==> config.mk <==
export PLATFORM = sky130hd
export DESIGN_NAME = particle_sensor_frame_parser
export DESIGN_NICKNAME = d
export VERILOG_FILES = /design/src/rtl/psfp_pkg.sv /design/src/rtl/psfp_ram.sv /design/src/rtl/psfp_datapath.sv /design/src/rtl/psfp_ctrl.sv /design/src/rtl/particle_sensor_frame_parser.sv
export SDC_FILE = /design/constraint.sdc
export NUM_CORES = 1
export LEC_CHECK = 0
export CORE_MARGIN = 5
export CORE_UTILIZATION = 50
export DETAILED_ROUTE_END_ITERATION = 7
export DONT_BUFFER_PORTS = 1
export GPL_ROUTABILITY_DRIVEN = 1
export PLACE_DENSITY_LB_ADDON = 0.12
export SLEW_MARGIN = 20
export SYNTH_ARGS = -nofsm -noshare
export SYNTH_HDL_FRONTEND = slang
export SYNTH_SLANG_ARGS = --single-unit
==> constraint.sdc <==
create_clock -name clk_i -period 5.63 [get_ports clk_i]
set_input_delay 1.126 -clock clk_i [delete_from_list [all_inputs] [get_ports clk_i]]
set_output_delay 1.126 -clock clk_i [all_outputs]
set_load 0.02 [all_outputs]
==> src/rtl/psfp_pkg.sv <==
// shared types and constants of the particle sensor frame parser
package psfp_pkg;

  localparam int unsigned STORED_BYTES = 30;
  localparam int unsigned MAX_WORDS    = 15;

  localparam logic [7:0]  HDR_FIRST  = 8'h42;
  localparam logic [7:0]  HDR_SECOND = 8'h4D;
  localparam logic [15:0] FRAME_LEN  = 16'(2 * 17 + 2);

  localparam logic [5:0] POS_HDR_FIRST  = 6'd0;
  localparam logic [5:0] POS_HDR_SECOND = 6'd1;
  localparam logic [5:0] POS_LEN_HIGH   = 6'd2;
  localparam logic [5:0] POS_LEN_LOW    = 6'd3;
  localparam logic [5:0] POS_DATA_FIRST = 6'd4;
  localparam logic [5:0] POS_SUM_HIGH   = 6'(2 * 17 + 2 + 2);
  localparam logic [5:0] POS_SUM_LOW    = 6'(2 * 17 + 2 + 3);

  function automatic int unsigned word_count(int unsigned stored_bytes);
    return (stored_bytes / 2 > MAX_WORDS) ? MAX_WORDS : stored_bytes / 2;
  endfunction

  function automatic int unsigned addr_width(int unsigned depth);
    return (depth > 1) ? $clog2(depth) : 1;
  endfunction

  typedef enum logic [2:0] {
    S_RECV = 3'b001,
    S_READ = 3'b010,
    S_SHOW = 3'b100
  } state_e;

  typedef struct packed {
    logic take;
    logic rd_en;
    logic cnt_clr;
    logic cnt_inc;
  } cmd_t;

  typedef struct packed {
    logic frame_ok;
    logic last;
  } status_t;

endpackage

==> src/rtl/psfp_ram.sv <==
// generic simple dual port ram with registered read
module psfp_ram #(
  parameter int unsigned Width = 16,
  parameter int unsigned Depth = 15,
  localparam int unsigned AddrW = psfp_pkg::addr_width(Depth)
) (
  input  logic             clk_i,
  input  logic             we_i,
  input  logic [AddrW-1:0] waddr_i,
  input  logic [Width-1:0] wdata_i,
  input  logic             re_i,
  input  logic [AddrW-1:0] raddr_i,
  output logic [Width-1:0] rdata_o
);

  logic [Width-1:0] mem_q [Depth];
  logic [Width-1:0] rdata_q;

  always_ff @(posedge clk_i) begin
    if (we_i) begin
      mem_q[waddr_i] <= wdata_i;
    end
    if (re_i) begin
      rdata_q <= mem_q[raddr_i];
    end
  end

  assign rdata_o = rdata_q;

endmodule

==> src/rtl/psfp_datapath.sv <==
// byte parsing, checksum and word readout datapath
module psfp_datapath #(
  parameter int unsigned StoredBytes = psfp_pkg::STORED_BYTES
) (
  input  logic              clk_i,
  input  logic              rst_ni,
  input  logic [7:0]        rx_byte_i,
  input  psfp_pkg::cmd_t    cmd_i,
  output psfp_pkg::status_t status_o,
  output logic [3:0]        word_index_o,
  output logic [15:0]       word_value_o
);

  localparam int unsigned NumWords = psfp_pkg::word_count(StoredBytes);
  localparam int unsigned AddrW    = psfp_pkg::addr_width(NumWords);

  logic [5:0]       pos_q, pos_d, pos;
  logic [15:0]      sum_q, sum_d, sum_add;
  logic [7:0]       len_high_q, len_high_d;
  logic [7:0]       sum_high_q, sum_high_d;
  logic [7:0]       hold_q;
  logic             hold_en;
  logic [AddrW-1:0] cnt_q, cnt_d;
  logic [5:0]       idx;
  logic [4:0]       pair;
  logic             we;
  logic             frame_ok;

  assign pos     = (pos_q > psfp_pkg::POS_SUM_LOW) ? psfp_pkg::POS_HDR_FIRST : pos_q;
  assign sum_add = sum_q + {8'd0, rx_byte_i};
  assign idx     = pos - psfp_pkg::POS_DATA_FIRST;
  assign pair    = idx[5:1];

  always_comb begin
    pos_d      = pos_q;
    sum_d      = sum_q;
    len_high_d = len_high_q;
    sum_high_d = sum_high_q;
    hold_en    = 1'b0;
    we         = 1'b0;
    frame_ok   = 1'b0;
    if (cmd_i.take) begin
      pos_d = pos + 6'd1;
      unique case (pos)
        psfp_pkg::POS_HDR_FIRST: begin
          if (rx_byte_i != psfp_pkg::HDR_FIRST) begin
            pos_d = psfp_pkg::POS_HDR_FIRST;
          end else begin
            sum_d = {8'd0, rx_byte_i};
          end
        end
        psfp_pkg::POS_HDR_SECOND: begin
          if (rx_byte_i != psfp_pkg::HDR_SECOND) begin
            pos_d = psfp_pkg::POS_HDR_FIRST;
          end else begin
            sum_d = sum_add;
          end
        end
        psfp_pkg::POS_LEN_HIGH: begin
          sum_d      = sum_add;
          len_high_d = rx_byte_i;
        end
        psfp_pkg::POS_LEN_LOW: begin
          if ({len_high_q, rx_byte_i} != psfp_pkg::FRAME_LEN) begin
            pos_d = psfp_pkg::POS_HDR_FIRST;
          end else begin
            sum_d = sum_add;
          end
        end
        psfp_pkg::POS_SUM_HIGH: begin
          sum_high_d = rx_byte_i;
        end
        psfp_pkg::POS_SUM_LOW: begin
          pos_d    = psfp_pkg::POS_HDR_FIRST;
          frame_ok = ({sum_high_q, rx_byte_i} == sum_q);
        end
        default: begin
          sum_d = sum_add;
          if (pair < 5'(NumWords)) begin
            hold_en = !idx[0];
            we      = idx[0];
          end
        end
      endcase
    end
  end

  always_comb begin
    cnt_d = cnt_q;
    if (cmd_i.cnt_clr) begin
      cnt_d = '0;
    end else if (cmd_i.cnt_inc) begin
      cnt_d = cnt_q + AddrW'(1);
    end
  end

  always_ff @(posedge clk_i or negedge rst_ni) begin
    if (!rst_ni) begin
      pos_q      <= '0;
      sum_q      <= '0;
      len_high_q <= '0;
      sum_high_q <= '0;
      cnt_q      <= '0;
    end else begin
      pos_q      <= pos_d;
      sum_q      <= sum_d;
      len_high_q <= len_high_d;
      sum_high_q <= sum_high_d;
      cnt_q      <= cnt_d;
    end
  end

  always_ff @(posedge clk_i) begin
    if (hold_en) begin
      hold_q <= rx_byte_i;
    end
  end

  psfp_ram #(
    .Width (16),
    .Depth (NumWords)
  ) u_store (
    .clk_i   (clk_i),
    .we_i    (we),
    .waddr_i (pair[AddrW-1:0]),
    .wdata_i ({hold_q, rx_byte_i}),
    .re_i    (cmd_i.rd_en),
    .raddr_i (cnt_q),
    .rdata_o (word_value_o)
  );

  assign word_index_o      = 4'(cnt_q);
  assign status_o.frame_ok = frame_ok;
  assign status_o.last     = (cnt_q == AddrW'(NumWords - 1));

endmodule

==> src/rtl/psfp_ctrl.sv <==
// controller state machine for byte intake and word readout
module psfp_ctrl (
  input  logic              clk_i,
  input  logic              rst_ni,
  input  logic              in_valid_i,
  input  logic              out_ready_i,
  input  psfp_pkg::status_t status_i,
  output logic              in_ready_o,
  output logic              out_valid_o,
  output psfp_pkg::cmd_t    cmd_o
);

  psfp_pkg::state_e state_q, state_d;

  always_comb begin
    state_d       = state_q;
    cmd_o.take    = 1'b0;
    cmd_o.rd_en   = 1'b0;
    cmd_o.cnt_clr = 1'b0;
    cmd_o.cnt_inc = 1'b0;
    unique case (state_q)
      psfp_pkg::S_RECV: begin
        cmd_o.take    = in_valid_i;
        cmd_o.cnt_clr = 1'b1;
        if (status_i.frame_ok) begin
          state_d = psfp_pkg::S_READ;
        end
      end
      psfp_pkg::S_READ: begin
        cmd_o.rd_en = 1'b1;
        state_d     = psfp_pkg::S_SHOW;
      end
      psfp_pkg::S_SHOW: begin
        if (out_ready_i) begin
          if (status_i.last) begin
            state_d = psfp_pkg::S_RECV;
          end else begin
            cmd_o.cnt_inc = 1'b1;
            state_d       = psfp_pkg::S_READ;
          end
        end
      end
      default: begin
        state_d = psfp_pkg::S_RECV;
      end
    endcase
  end

  always_ff @(posedge clk_i or negedge rst_ni) begin
    if (!rst_ni) begin
      state_q <= psfp_pkg::S_RECV;
    end else begin
      state_q <= state_d;
    end
  end

  assign in_ready_o  = (state_q == psfp_pkg::S_RECV);
  assign out_valid_o = (state_q == psfp_pkg::S_SHOW);

`ifndef NO_ASSERTIONS
  a_read_then_show: assert property (@(posedge clk_i) disable iff (!rst_ni)
    state_q == psfp_pkg::S_READ |=> state_q == psfp_pkg::S_SHOW)
    else $error("read not followed by show");

  a_next_word: assert property (@(posedge clk_i) disable iff (!rst_ni)
    (state_q == psfp_pkg::S_SHOW && out_ready_i && !status_i.last)
      |=> state_q == psfp_pkg::S_READ)
    else $error("word burst stopped early");

  a_burst_end: assert property (@(posedge clk_i) disable iff (!rst_ni)
    (state_q == psfp_pkg::S_SHOW && out_ready_i && status_i.last)
      |=> state_q == psfp_pkg::S_RECV)
    else $error("word burst did not end");

  a_stall_hold: assert property (@(posedge clk_i) disable iff (!rst_ni)
    (state_q == psfp_pkg::S_SHOW && !out_ready_i) |=> state_q == psfp_pkg::S_SHOW)
    else $error("stalled word dropped");
`endif

endmodule

==> src/rtl/particle_sensor_frame_parser.sv <==
// top level of the particle sensor frame parser
//
// input channel: one received serial byte per transaction on rx_byte_i with
// in_valid_i / in_ready_o. a frame is 0x42 0x4d, length 36, 34 data bytes and
// a 16-bit checksum (wrapping sum of all earlier bytes), all big-endian.
// output channel: word_index_o, word_value_o, last_word_o with out_valid_o /
// out_ready_i, one transaction per measurement word.
// in_ready_o is high whenever no word burst is in progress, and a byte offered
// then is taken in that cycle, so bytes stream at one per cycle.
// after the last checksum byte of a good frame, the controller passes through
// S_READ (payload ram read), then S_SHOW (output) for each of the 15 words of
// a burst; the next read starts only once out_ready_i has taken the current
// word. during the burst in_ready_o is low. a stalled receiver holds the
// current word and the burst waits. a bad frame emits nothing.
// reset returns the parser to hunting for the first header byte.
module particle_sensor_frame_parser #(
  parameter int unsigned StoredBytes = psfp_pkg::STORED_BYTES
) (
  input  logic        clk_i,
  input  logic        rst_ni,
  input  logic [7:0]  rx_byte_i,
  input  logic        in_valid_i,
  output logic        in_ready_o,
  output logic [3:0]  word_index_o,
  output logic [15:0] word_value_o,
  output logic        last_word_o,
  output logic        out_valid_o,
  input  logic        out_ready_i
);

  psfp_pkg::cmd_t    cmd;
  psfp_pkg::status_t status;

  psfp_ctrl u_ctrl (
    .clk_i       (clk_i),
    .rst_ni      (rst_ni),
    .in_valid_i  (in_valid_i),
    .out_ready_i (out_ready_i),
    .status_i    (status),
    .in_ready_o  (in_ready_o),
    .out_valid_o (out_valid_o),
    .cmd_o       (cmd)
  );

  psfp_datapath #(
    .StoredBytes (StoredBytes)
  ) u_datapath (
    .clk_i        (clk_i),
    .rst_ni       (rst_ni),
    .rx_byte_i    (rx_byte_i),
    .cmd_i        (cmd),
    .status_o     (status),
    .word_index_o (word_index_o),
    .word_value_o (word_value_o)
  );

  assign last_word_o = status.last;

endmodule
==> results of run 1 <==
-- cells by family (layout without fill, tap and decap cells) --
kind of cell | Yosys count | count (layout) | share of synthesized area
adder cells (fa/ha/maj) | 19 | 19 | 0.0190
XOR/XNOR | 16 | 16 | 0.0109
buffers and inverters | 53 | 95 | 0.0175
AO/OA/AOI/OAI | 99 | 99 | 0.0520
flip-flops | 309 | 309 | 0.703
multiplexers | 102 | 102 | 0.143
AND/OR/NAND/NOR | 124 | 124 | 0.0546
-- registers in the layout, summed over array words and instances, names as in the netlist --
register                    flops
u_datapath.u_store.mem_q      240
u_datapath.sum_q               16
u_datapath.u_store.rdata_o     16
u_datapath.hold_q               8
u_datapath.len_high_q           8
u_datapath.sum_high_q           8
u_datapath.pos_q                6
u_datapath.word_index_o         4
u_ctrl.state_q                  3
-- path summary, 6_finish.rpt --
kind / end / start / depth (start not counted)
hold / removal: u_datapath.pos_q[2]$_DFFE_PN0P_ / rst_ni / 0
min in group clk_i: u_datapath.sum_q[5]$_DFFE_PN0P_ / u_datapath.sum_q[5]$_DFFE_PN0P_ / 1
setup reg to reg: u_datapath.u_store.mem_q[7][10]$_DFFE_PP_ / u_datapath.pos_q[4]$_DFFE_PN0P_ / 10
max in group asynchronous: u_ctrl.state_q[0]$_DFFE_PN1P_ / rst_ni / 0
hold reg to reg: u_datapath.sum_q[5]$_DFFE_PN0P_ / u_datapath.sum_q[5]$_DFFE_PN0P_ / 1
setup / recovery: u_datapath.u_store.mem_q[7][10]$_DFFE_PP_ / u_datapath.pos_q[4]$_DFFE_PN0P_ / 10
-- cell usage in the layout (no fill, tap or decap), types with 10 or more instances in the layout --
| cell type | n |
|---|---|
| edfxtp_1 | 264 |
| mux4_2 | 64 |
| dfrtp_1 | 41 |
| o21ai_0 | 38 |
| nand2_1 | 35 |
| clkbuf_16 | 31 |
| mux2_2 | 20 |
| inv_1 | 18 |
| mux2i_1 | 18 |
| ha_1 | 18 |
| buf_4 | 18 |
| nor3_2 | 13 |
| nand3_1 | 10 |
-- per-stage QoR --
step	hold WS (ns)	total power, uW	instances	worst slack [ns]	util
floorplan	0.477	3220	722	1.37	-
global placement	0.491	3340	1035	1.94	0.529
detailed placement	0.500	3360	1035	1.79	0.529
CTS	0.236	5610	1093	1.81	0.574
global route	0.230	5800	1094	1.55	0.575
finish	0.259	5570	1094	1.76	0.575
-- cell type report --
cell class                 count  share of cell area
clock buffer                  41              0.0574
clock inverter                17              0.0205
inverter                      18             0.00465
multi-input combinational    360               0.254
sequential                   309               0.624
tap                          330              0.0284
timing repair buffer          19              0.0112
-- where the power goes --
part	total, uW	internal (uW)	switching, uW
clock	2250	1410	838
sequential	2660	2570	87.3
combinational	661	266	395
-- worst max-delay path, stage by stage, from the launching register on --
cell      delay (ns)
dfrtp_1         0.49
o21ai_0         0.22
nand2_1         0.33
inv_1           0.12
ha_1            0.27
or2_2           0.33
a21o_1          0.36
nor3_2          0.34
nand4b_1        0.47
nor4_2          0.31
buf_4           0.32
-- layer usage --
layer	wire length [um]	GRT usage
met1	11900	0.269
met2	13900	0.325
met3	1950	0.0439
met4	744	0.0559
met5	0	0
==> summary.md, run 1 <==
| Metric | Value |
|---|---|
| Tmin final | 3.87 ns |
| Yosys reg bits | slightly above 300 |
| Pwr/cell area | ~380 nW/um2 |
| Count leader, synth | edfxtp_1 |
| Yosys warns | 0 |
| Initial core utilization | 0.510 |
| Vias | between 6000 and 7000 |
| Yosys cell types | 69 |
| Clk_skew | between 0.02 and 0.03 ns |
| Max_cap viols | 0 |
| Worst Setup Start Kind | register |
| Cts bufs inserted | 31 |
| Setup CP Type | register to register |
| DP HPWL | 17300 um |
| Storage element area | slightly above 9000 um2 |
| Reg2reg setup slack | ~1.8 ns |
| Row Count | 58 |
| Antenna-violating nets left | 0 |
| Status | complete, no violations |
| RD Place Congestion | ~0.83 |
| Inserted Diodes | 0 |
| Main synth FF type | edfxtp_1 |
| IO Count | 35 |
| Vias in the first global route | 6658 |
| CTS root buf | clkbuf_16 |
| RSZ-0062 raised after global routing | false |
| Largest net degree at the start of global routing | around 80 |
| Cell taking the most area after synthesis | edfxtp_1 |
| CTS max path bufs | 3 |
| # DRC | 0 |
| Cts hold-fix bufs | 0 |
| DRT iter0 DRCs | a little under 600 |
| Post-synth top cells | 264 x edfxtp_1, 64 x mux4_2, 44 x dfrtp_1, 38 x o21ai_0, 35 x nand2_1 |
| Via density per instance | around 6 |
| Routed WL | 28500 um |
| Async set or reset register ratio after synthesis | 0.146 |
| P&R area growth vs syn | 12.7% |
| Pins over their slew limit | 0 |
| Final Cell Area | 14500 um2 |
| Final Hold Violating Endpoints | 0 |
| First-pass GRT wire length | between 40000 and 50000 um |
| Final setup TNS | 0 ns |
| CP Max Fanout | 19 |
| Multi-input gate area | between 3000 and 4000 um2 |
| Avg WL per Cell | roughly 26 um |
| # setup viols final | 0 |
| Filler cells | roughly 1900 |
| Share of cells above drive strength 1 | 0.241 |
| Crit. End Element | register |
| Peak VDD IR | approximately 210 uV |
| Cell Area, Placed | ~13000 um2 |
| Highest clock rate | 258 MHz |
| Syn Nets | between 700 and 800 |
| Router iterations before antenna repair | 5 |
| Total track usage | 0.197 |
| Sequential cell area fraction in the yosys report | 0.703 |
| Clk slew on worst S/H paths | around 0.060 ns |
| Post-synth EDFFs | between 200 and 300 |
| Required time of the critical path | roughly 5.9 ns |
| I/O Buffers | 0 |
| Syn avg cell area | about 18 um2 |
| Slew HR | 0.329 |
| Hold/Removal Path Class | input port to async pin |
| H-tree depth | 1 |
| Total gr overflow | 0 |
| Clock Latency Late Sink | about 0.56 ns |
| Leakage | about 0.0047 uW |
| Nets | 770 |
| CTS tree | yes |
| Total die area | a little under 30000 um2 |
| Chip height | ~170 um |
| Post-synthesis cell count | 722 |
| Setup Fix Bufs, Post-CTS | 0 |
| CORE AREA | around 25000 um2 |
| CP arrival | between 4 and 5 ns |
| Top post-synthesis cells by area | edfxtp_1 62%, mux4_2 11%, dfrtp_1 8.5% |
| CTS sink count | ~310 |
| Final Cycle Share | 0.688 |
| Initial antenna violation count | 0 |
| Worst Tran Pin Value | approximately 1.0 ns |
| Die Width | 171 um |
| Post-CTS Resized | 0 |
| Yosys top cell area share | 0.615 |
| Cell area after synthesis | around 13000 um2 |
Power figures use the tool's default switching activity.
==> inputs of run 2 (changes only) <==
==> constraint.sdc (replaced) <==
create_clock -name clk_i -period 3.8 [get_ports clk_i]
set_input_delay 0.76 -clock clk_i [delete_from_list [all_inputs] [get_ports clk_i]]
set_output_delay 0.76 -clock clk_i [all_outputs]
set_load 0.02 [all_outputs]
==> summary.md, run 2 (synthesis gave the netlist of run 1 again) <==
| Metric | Value |
|---|---|
| Router iterations before antenna repair | 5 (unchanged) |
| Clk_skew | 0.0113 ns (-0.0145 ns) |
| Setup Fix Bufs, Post-CTS | 0 (unchanged) |
| DRT iter0 DRCs | 600 (+2.9%) |
| # setup viols final | 0 (unchanged) |
| Largest register by flop count | u_datapath.u_store.mem_q |
| Filler cells | 1901 (+1.0%) |
| CTS max path bufs | 3 (unchanged) |
| Final cell count without fillers | 1100 (+0.55%) |
| Final Hold Violating Endpoints | 0 (unchanged) |
| IO Count | 35 (unchanged) |
| Clock power frac | 0.384 (-0.019) |
| Total gr overflow | 0 (unchanged) |
| Total track usage | 0.196 (-0.00171) |
| Final Cycle Share | 0.906 (+0.219) |
| Commonest non-fill, non-tap cell in the layout | edfxtp_1 |
| Max reg flops | 240 (unchanged) |
| Antenna-violating nets left | 0 (unchanged) |
| Layout Utilization | 0.575 (about the same) |
| Highest clock rate | 290 MHz (+12%) |
| Row Count | 58 (unchanged) |
| Via density per instance | 6.17 (+1.2%) |
| P&R area growth vs syn | 12.8% (about the same) |
| # DRC | 0 (unchanged) |
| Crit. End Element | register |
| Inserted Diodes | 0 (unchanged) |
| RR Startpoint | u_datapath.pos_q[4]$_DFFE_PN0P_ |
| Wire length on met2 | 13400 um (-3.8%) |
| Peak VDD IR | 343 uV (+59%) |
| Avg WL per Cell | 25.3 um (-3.0%) |
| CP Max Fanout | 16 (-3) |
| M1 wire length | 12000 um (+0.78%) |
| Pins over their slew limit | 0 (unchanged) |
| Cts bufs inserted | 34 (+9.7%) |
| Pwr/cell area | 557 nW/um2 (+45%) |
| CTS root buf | clkbuf_16 |
| NetSw | 2020 uW (+53%) |
| Total die area | 29100 um2 (unchanged) |
| Largest net degree at the start of global routing | 86 (+6.2%) |
| Worst Tran Pin Value | 1.08 ns (+0.0772 ns) |
| Slew HR | 0.272 (-0.0567) |
| Placed cells | 1042 (+0.68%) |
| Worst R2R Path Depth | 10 (unchanged) |
| Flop pwr share | 0.489 (+0.011) |
| Status | complete, no violations |
| Setup CP Type | register to register |
| CTS tree | yes |
| I/O Buffers | 0 (unchanged) |
| Clock Latency Late Sink | 0.50 ns (-0.06 ns) |
| Worst Setup Start Kind | register |
| Sw frac | 0.249 (+0.0121) |
| Commonest cells after routing, fill and taps aside | 264 x edfxtp_1, 64 x mux4_2, 41 x dfrtp_1, 37 x o21ai_0, 35 x nand2_1 |
| Met3 wire length | 1720 um (-11%) |
| Total power | 8090 uW (+45%) |
| Initial core utilization | 0.510 (unchanged) |
| Initial antenna violation count | 0 (unchanged) |
| Nets | 781 (+1.4%) |
| RD Place Congestion | 0.826 (-0.92%) |
| CORE AREA | 25300 um2 (unchanged) |
| First-pass GRT wire length | 42500 um (+0.16%) |
| Comb pwr share | 0.126 (+0.007) |
| Vias in the first global route | 6973 (+4.7%) |
| Share of cells above drive strength 1 | 0.245 (+0.00462) |
| FF-to-FF End | u_datapath.u_store.mem_q[7][10]$_DFFE_PP_ |
| Hold/Removal Path Class | input port to async pin |
| Required time of the critical path | 3.97 ns (-1.90 ns) |
| Internal power | 6070 uW (+43%) |
| DP HPWL | 17200 um (-0.97%) |
| Vias | 6788 (+1.8%) |
| Chip height | 171 um (unchanged) |
| Reg2reg setup slack | 0.36 ns (-1.40 ns) |
| CTS sink count | 309 (unchanged) |
| Leakage | 0.00476 uW (+0.39%) |
| Die Width | 171 um (unchanged) |
| CP arrival | 3.62 ns (-0.49 ns) |
| H-tree depth | 2 (+1) |
| Max Used Layer | met4 |
| Tmin final | 3.44 ns (-0.428 ns) |
| Max_cap viols | 0 (unchanged) |
| RSZ-0062 raised after global routing | false |
| Clk slew on worst S/H paths | 0.06 ns (about the same) |
| Routed WL | 27800 um (-2.5%) |
[run 2: changes by cell type in the layout (fill, tap and decap cells not counted), sizes merged]
cell / before / now
buf: 19 / 27
clkinv: 5 / 11
inv: 19 / 20
clkinvlp: 3 / 1
clkbuf: 41 / 39
bufinv: 8 / 3
[run 2: worst max path at each step]
stage / slack (ns) / start / to
detailed placement: 0.35 / u_datapath.pos_q[4]$_DFFE_PN0P_ / u_datapath.u_store.mem_q[5][10]$_DFFE_PP_
global route: 0.12 / u_datapath.pos_q[4]$_DFFE_PN0P_ / u_datapath.u_store.mem_q[4][8]$_DFFE_PP_
global placement: 0.53 / u_datapath.pos_q[4]$_DFFE_PN0P_ / u_datapath.u_store.mem_q[5][10]$_DFFE_PP_
CTS: 0.34 / u_datapath.pos_q[4]$_DFFE_PN0P_ / u_datapath.u_store.mem_q[5][15]$_DFFE_PP_
finish: 0.36 / u_datapath.pos_q[4]$_DFFE_PN0P_ / u_datapath.u_store.mem_q[7][10]$_DFFE_PP_
floorplan: -0.42 / u_datapath.pos_q[4]$_DFFE_PN0P_ / u_datapath.u_store.mem_q[11][0]$_DFFE_PP_
[run 2: power by group through the flow]
stage	sequential (uW)	clock, uW	combinational (uW)
after CTS	3960	3170	1010
final	3960	3110	1020
after floorplan	3970	0	801
after global placement	4020	0	962
after detailed placement	4030	0	997
after global routing	3980	3320	1130
[run 2: stage by stage]
stage	instance area [um2]	setup WS (ns)	hold WS [ns]	TNS, ns
2_1_floorplan	12900	-0.419	0.464	-13.76
3_3_place_gp	13400	0.529	0.466	0
3_5_place_dp	13400	0.353	0.466	0
4_1_cts	14500	0.344	0.0843	0
5_1_grt	14500	0.124	0.0841	0
6_report	14500	0.355	0.103	0
[run 2: layer usage]
layer,vias to the layer above,track usage
met4,0,0.0535
li1,2971,-
met3,55,0.0377
met5,-,0
met1,3511,0.277
met2,251,0.316
[run 2: critical path: stages (launching register included)]
cell      delay, ns
dfrtp_1        0.51
o21ai_1        0.18
nand2_1        0.17
inv_1          0.12
ha_1           0.26
or2_2          0.33
a21o_1         0.19
nor3_2         0.29
nand4b_1       0.45
nor4_4         0.28
buf_4          0.33
[run 2: repair_timing]
action | CTS | global route
setup endpoints to repair | 0 | 16
hold buffers | 1 | 0
resized for setup | 0 | 1
hold endpoints to repair | 44 | 0
[run 2: layout make-up]
class                           instances  area (um2)  share of cell area
Sequential cell                       309        9060               0.624
Clock inverter                         17         171              0.0118
Inverter                               18        67.6             0.00465
Clock buffer                           39         870              0.0598
Multi-Input combinational cell        360        3690               0.254
Timing Repair Buffer                   27         255              0.0176
Tap cell                              330         413              0.0284
==> inputs of run 3 (changes only) <==
--- a/config.mk
+++ b/config.mk
@@ -11,6 +11,7 @@
 export DONT_BUFFER_PORTS = 1
 export GPL_ROUTABILITY_DRIVEN = 1
 export PLACE_DENSITY_LB_ADDON = 0.12
+export REMOVE_ABC_BUFFERS = 1
 export SLEW_MARGIN = 20
 export SYNTH_ARGS = -nofsm -noshare
 export SYNTH_HDL_FRONTEND = slang
==> constraint.sdc (replaced) <==
create_clock -name clk_i -period 3.8 [get_ports clk_i]
set_input_delay 0.38 -clock clk_i [delete_from_list [all_inputs] [get_ports clk_i]]
set_output_delay 0.38 -clock clk_i [all_outputs]
set_load 0.02 [all_outputs]
==> summary.md, run 3 (synthesis gave the netlist of run 1 again) <==
| Metric | Value |
|---|---|
| Status | complete, no violations |
| Peak VDD IR | 402 uV (+17%) |
| Die Width | 171 um (unchanged) |
| Avg WL per Cell | 25.3 um (about the same) |
| Cts bufs inserted | 31 (-8.8%) |
| CTS root buf | clkbuf_16 |
| Buf/Inv on CP | 3 (+1) |
| Worst-path cell chain | o21ai_0 > nand2_1 > inv_1 > ha_1 > or2_2 > a21o_1 > nor3_2 > nand4b_1 > buf_4 > nor4_2 > buf_4 |
| CTS max path bufs | 3 (unchanged) |
| Storage element area | 9060 um2 (unchanged) |
| Setup CP Type | register to register |
| Clock Latency Late Sink | 0.57 ns (+0.07 ns) |
| Final cell count without fillers | 1122 (+2.0%) |
| Share of cells above drive strength 1 | 0.253 (+0.00707) |
| Router iterations before antenna repair | 5 (unchanged) |
| Routed WL | 28400 um (+2.0%) |
| H-tree depth | 1 (-1) |
| Total die area | 29100 um2 (unchanged) |
| RSZ-0062 raised after global routing | false |
| Clk slew on worst S/H paths | 0.06 ns (about the same) |
| Antenna-violating nets left | 0 (unchanged) |
| Vias in the first global route | 7099 (+1.8%) |
| CP arrival | 3.76 ns (+0.14 ns) |
| Tmin final | 3.50 ns (+0.0578 ns) |
| Slew HR | 0.322 (+0.0504) |
| Hold/Removal Path Class | input port to register |
| Post-CTS Resized | 0 (unchanged) |
| # setup viols final | 0 (unchanged) |
| Filler cells | 1899 (-0.11%) |
| Worst Setup Start Kind | register |
| Initial core utilization | 0.510 (unchanged) |
| Commonest non-fill, non-tap cell in the layout | edfxtp_1 |
| Max_cap viols | 0 (unchanged) |
| Clk_skew | 0.00833 ns (-0.00301 ns) |
| CTS sink count | 309 (unchanged) |
| I/O Buffers | 0 (unchanged) |
| Leakage | 0.00485 uW (+1.9%) |
| Final setup TNS | 0 ns (unchanged) |
| Highest clock rate | 286 MHz (-1.6%) |
| Pwr/cell area | 552 nW/um2 (-0.82%) |
| Crit. End Element | register |
| Via density per instance | 6.05 (-2.0%) |
| Pins over their slew limit | 0 (unchanged) |
| Largest register by flop count | u_datapath.u_store.mem_q |
| Nets | 798 (+2.2%) |
| DP HPWL | 17800 um (+3.9%) |
| Required time of the critical path | 4.06 ns (+0.09 ns) |
| CTS tree | yes |
| DRT iter0 DRCs | 606 (+1.0%) |
| Max reg flops | 240 (unchanged) |
| Worst Tran Pin Value | 1.01 ns (-0.0712 ns) |
| CP most frequent cell | buf_4 |
| Inserted Diodes | 0 (unchanged) |
| Final Hold Violating Endpoints | 0 (unchanged) |
| Reg2reg setup slack | 0.30 ns (-0.06 ns) |
| Placed cells | 1052 (+0.96%) |
| Commonest cells after routing, fill and taps aside | 264 x edfxtp_1, 64 x mux4_2, 41 x dfrtp_1, 38 x o21ai_0 |
| Cell Area, Placed | 13500 um2 (+0.49%) |
| CP Max Fanout | 11 (-5) |
| Total power | 8110 uW (+0.21%) |
| First-pass GRT wire length | 44400 um (+4.5%) |
| Chip height | 171 um (unchanged) |
| Total track usage | 0.202 (+0.00634) |
| Final Cycle Share | 0.922 (+0.0152) |
| Vias | 6786 (-0.029%) |
| CORE AREA | 25300 um2 (unchanged) |
| Row Count | 58 (unchanged) |
| Critical path's largest stage delay | 0.48 ns (-0.03 ns) |
| Multi-input gate area | 3680 um2 (-0.24%) |
| RD Place Congestion | 0.802 (-2.9%) |
| P&R area growth vs syn | 14.0% |
| # DRC | 0 (unchanged) |
| Critical-path top delay cell | dfrtp_1 |
| IO Count | 35 (unchanged) |
| Fin Hold WS | 0.0337 ns (-0.0694 ns) |
| Largest net degree at the start of global routing | 71 (-17%) |
| Final Cell Area | 14700 um2 (+1.0%) |
| CP delay by family, top | simple AND/OR/NAND/NOR gates |
| Initial antenna violation count | 0 (unchanged) |
| Total gr overflow | 0 (unchanged) |
==> run 3: power breakdown <==
part | internal (uW) | switching [uW] | leakage [uW]
registers | 3810 | 146 | 0.00297
clock network | 1840 | 1250 | 0.000507
logic | 415 | 639 | 0.00138
==> run 3: final timing paths <==
path | from | end | depth (start not counted)
min in group asynchronous | rst_ni | u_datapath.sum_q[1]$_DFFE_PN0P_ | 2
min | rx_byte_i[0] | u_datapath.sum_q[0]$_DFFE_PN0P_ | 2
min reg2reg | u_datapath.len_high_q[3]$_DFFE_PN0P_ | u_datapath.len_high_q[3]$_DFFE_PN0P_ | 1
max reg2reg | u_datapath.pos_q[5]$_DFFE_PN0P_ | u_datapath.u_store.mem_q[7][6]$_DFFE_PP_ | 11
max | u_datapath.pos_q[5]$_DFFE_PN0P_ | u_datapath.u_store.mem_q[7][6]$_DFFE_PP_ | 11
max in group asynchronous | rst_ni | u_ctrl.state_q[0]$_DFFE_PN1P_ | 2
==> run 3: through the flow <==
stage | util | setup WS, ns
floorplan | - | -0.504
global placement | 0.535 | 0.369
detailed placement | 0.535 | 0.259
CTS | 0.581 | 0.240
global route | 0.581 | 0.0379
finish | 0.581 | 0.298
==> run 3: repair_timing <==
action	CTS	global route
setup endpoints to repair	0	11
hold buffers	11	0
setup buffers	0	1
endpoints found under the hold margin	190	0
==> run 3: area by class of cell <==
class | count | share of cell area
tap | 330 | 0.0281
clock inverter | 21 | 0.0168
sequential | 309 | 0.617
clock buffer | 37 | 0.0544
multi-input combinational | 360 | 0.251
timing repair buffer | 47 | 0.0280
inverter | 18 | 0.00460
==> run 3: per-layer routing <==
layer / GRT usage / up-vias / share of wire / wire (um)
met5: 0 / - / 0 / 0
met4: 0.0510 / 0 / 0.020 / 563
li1: - / 3021 / - / -
met1: 0.283 / 3549 / 0.43 / 12200
met2: 0.337 / 176 / 0.50 / 14300
met3: 0.0307 / 40 / 0.045 / 1280
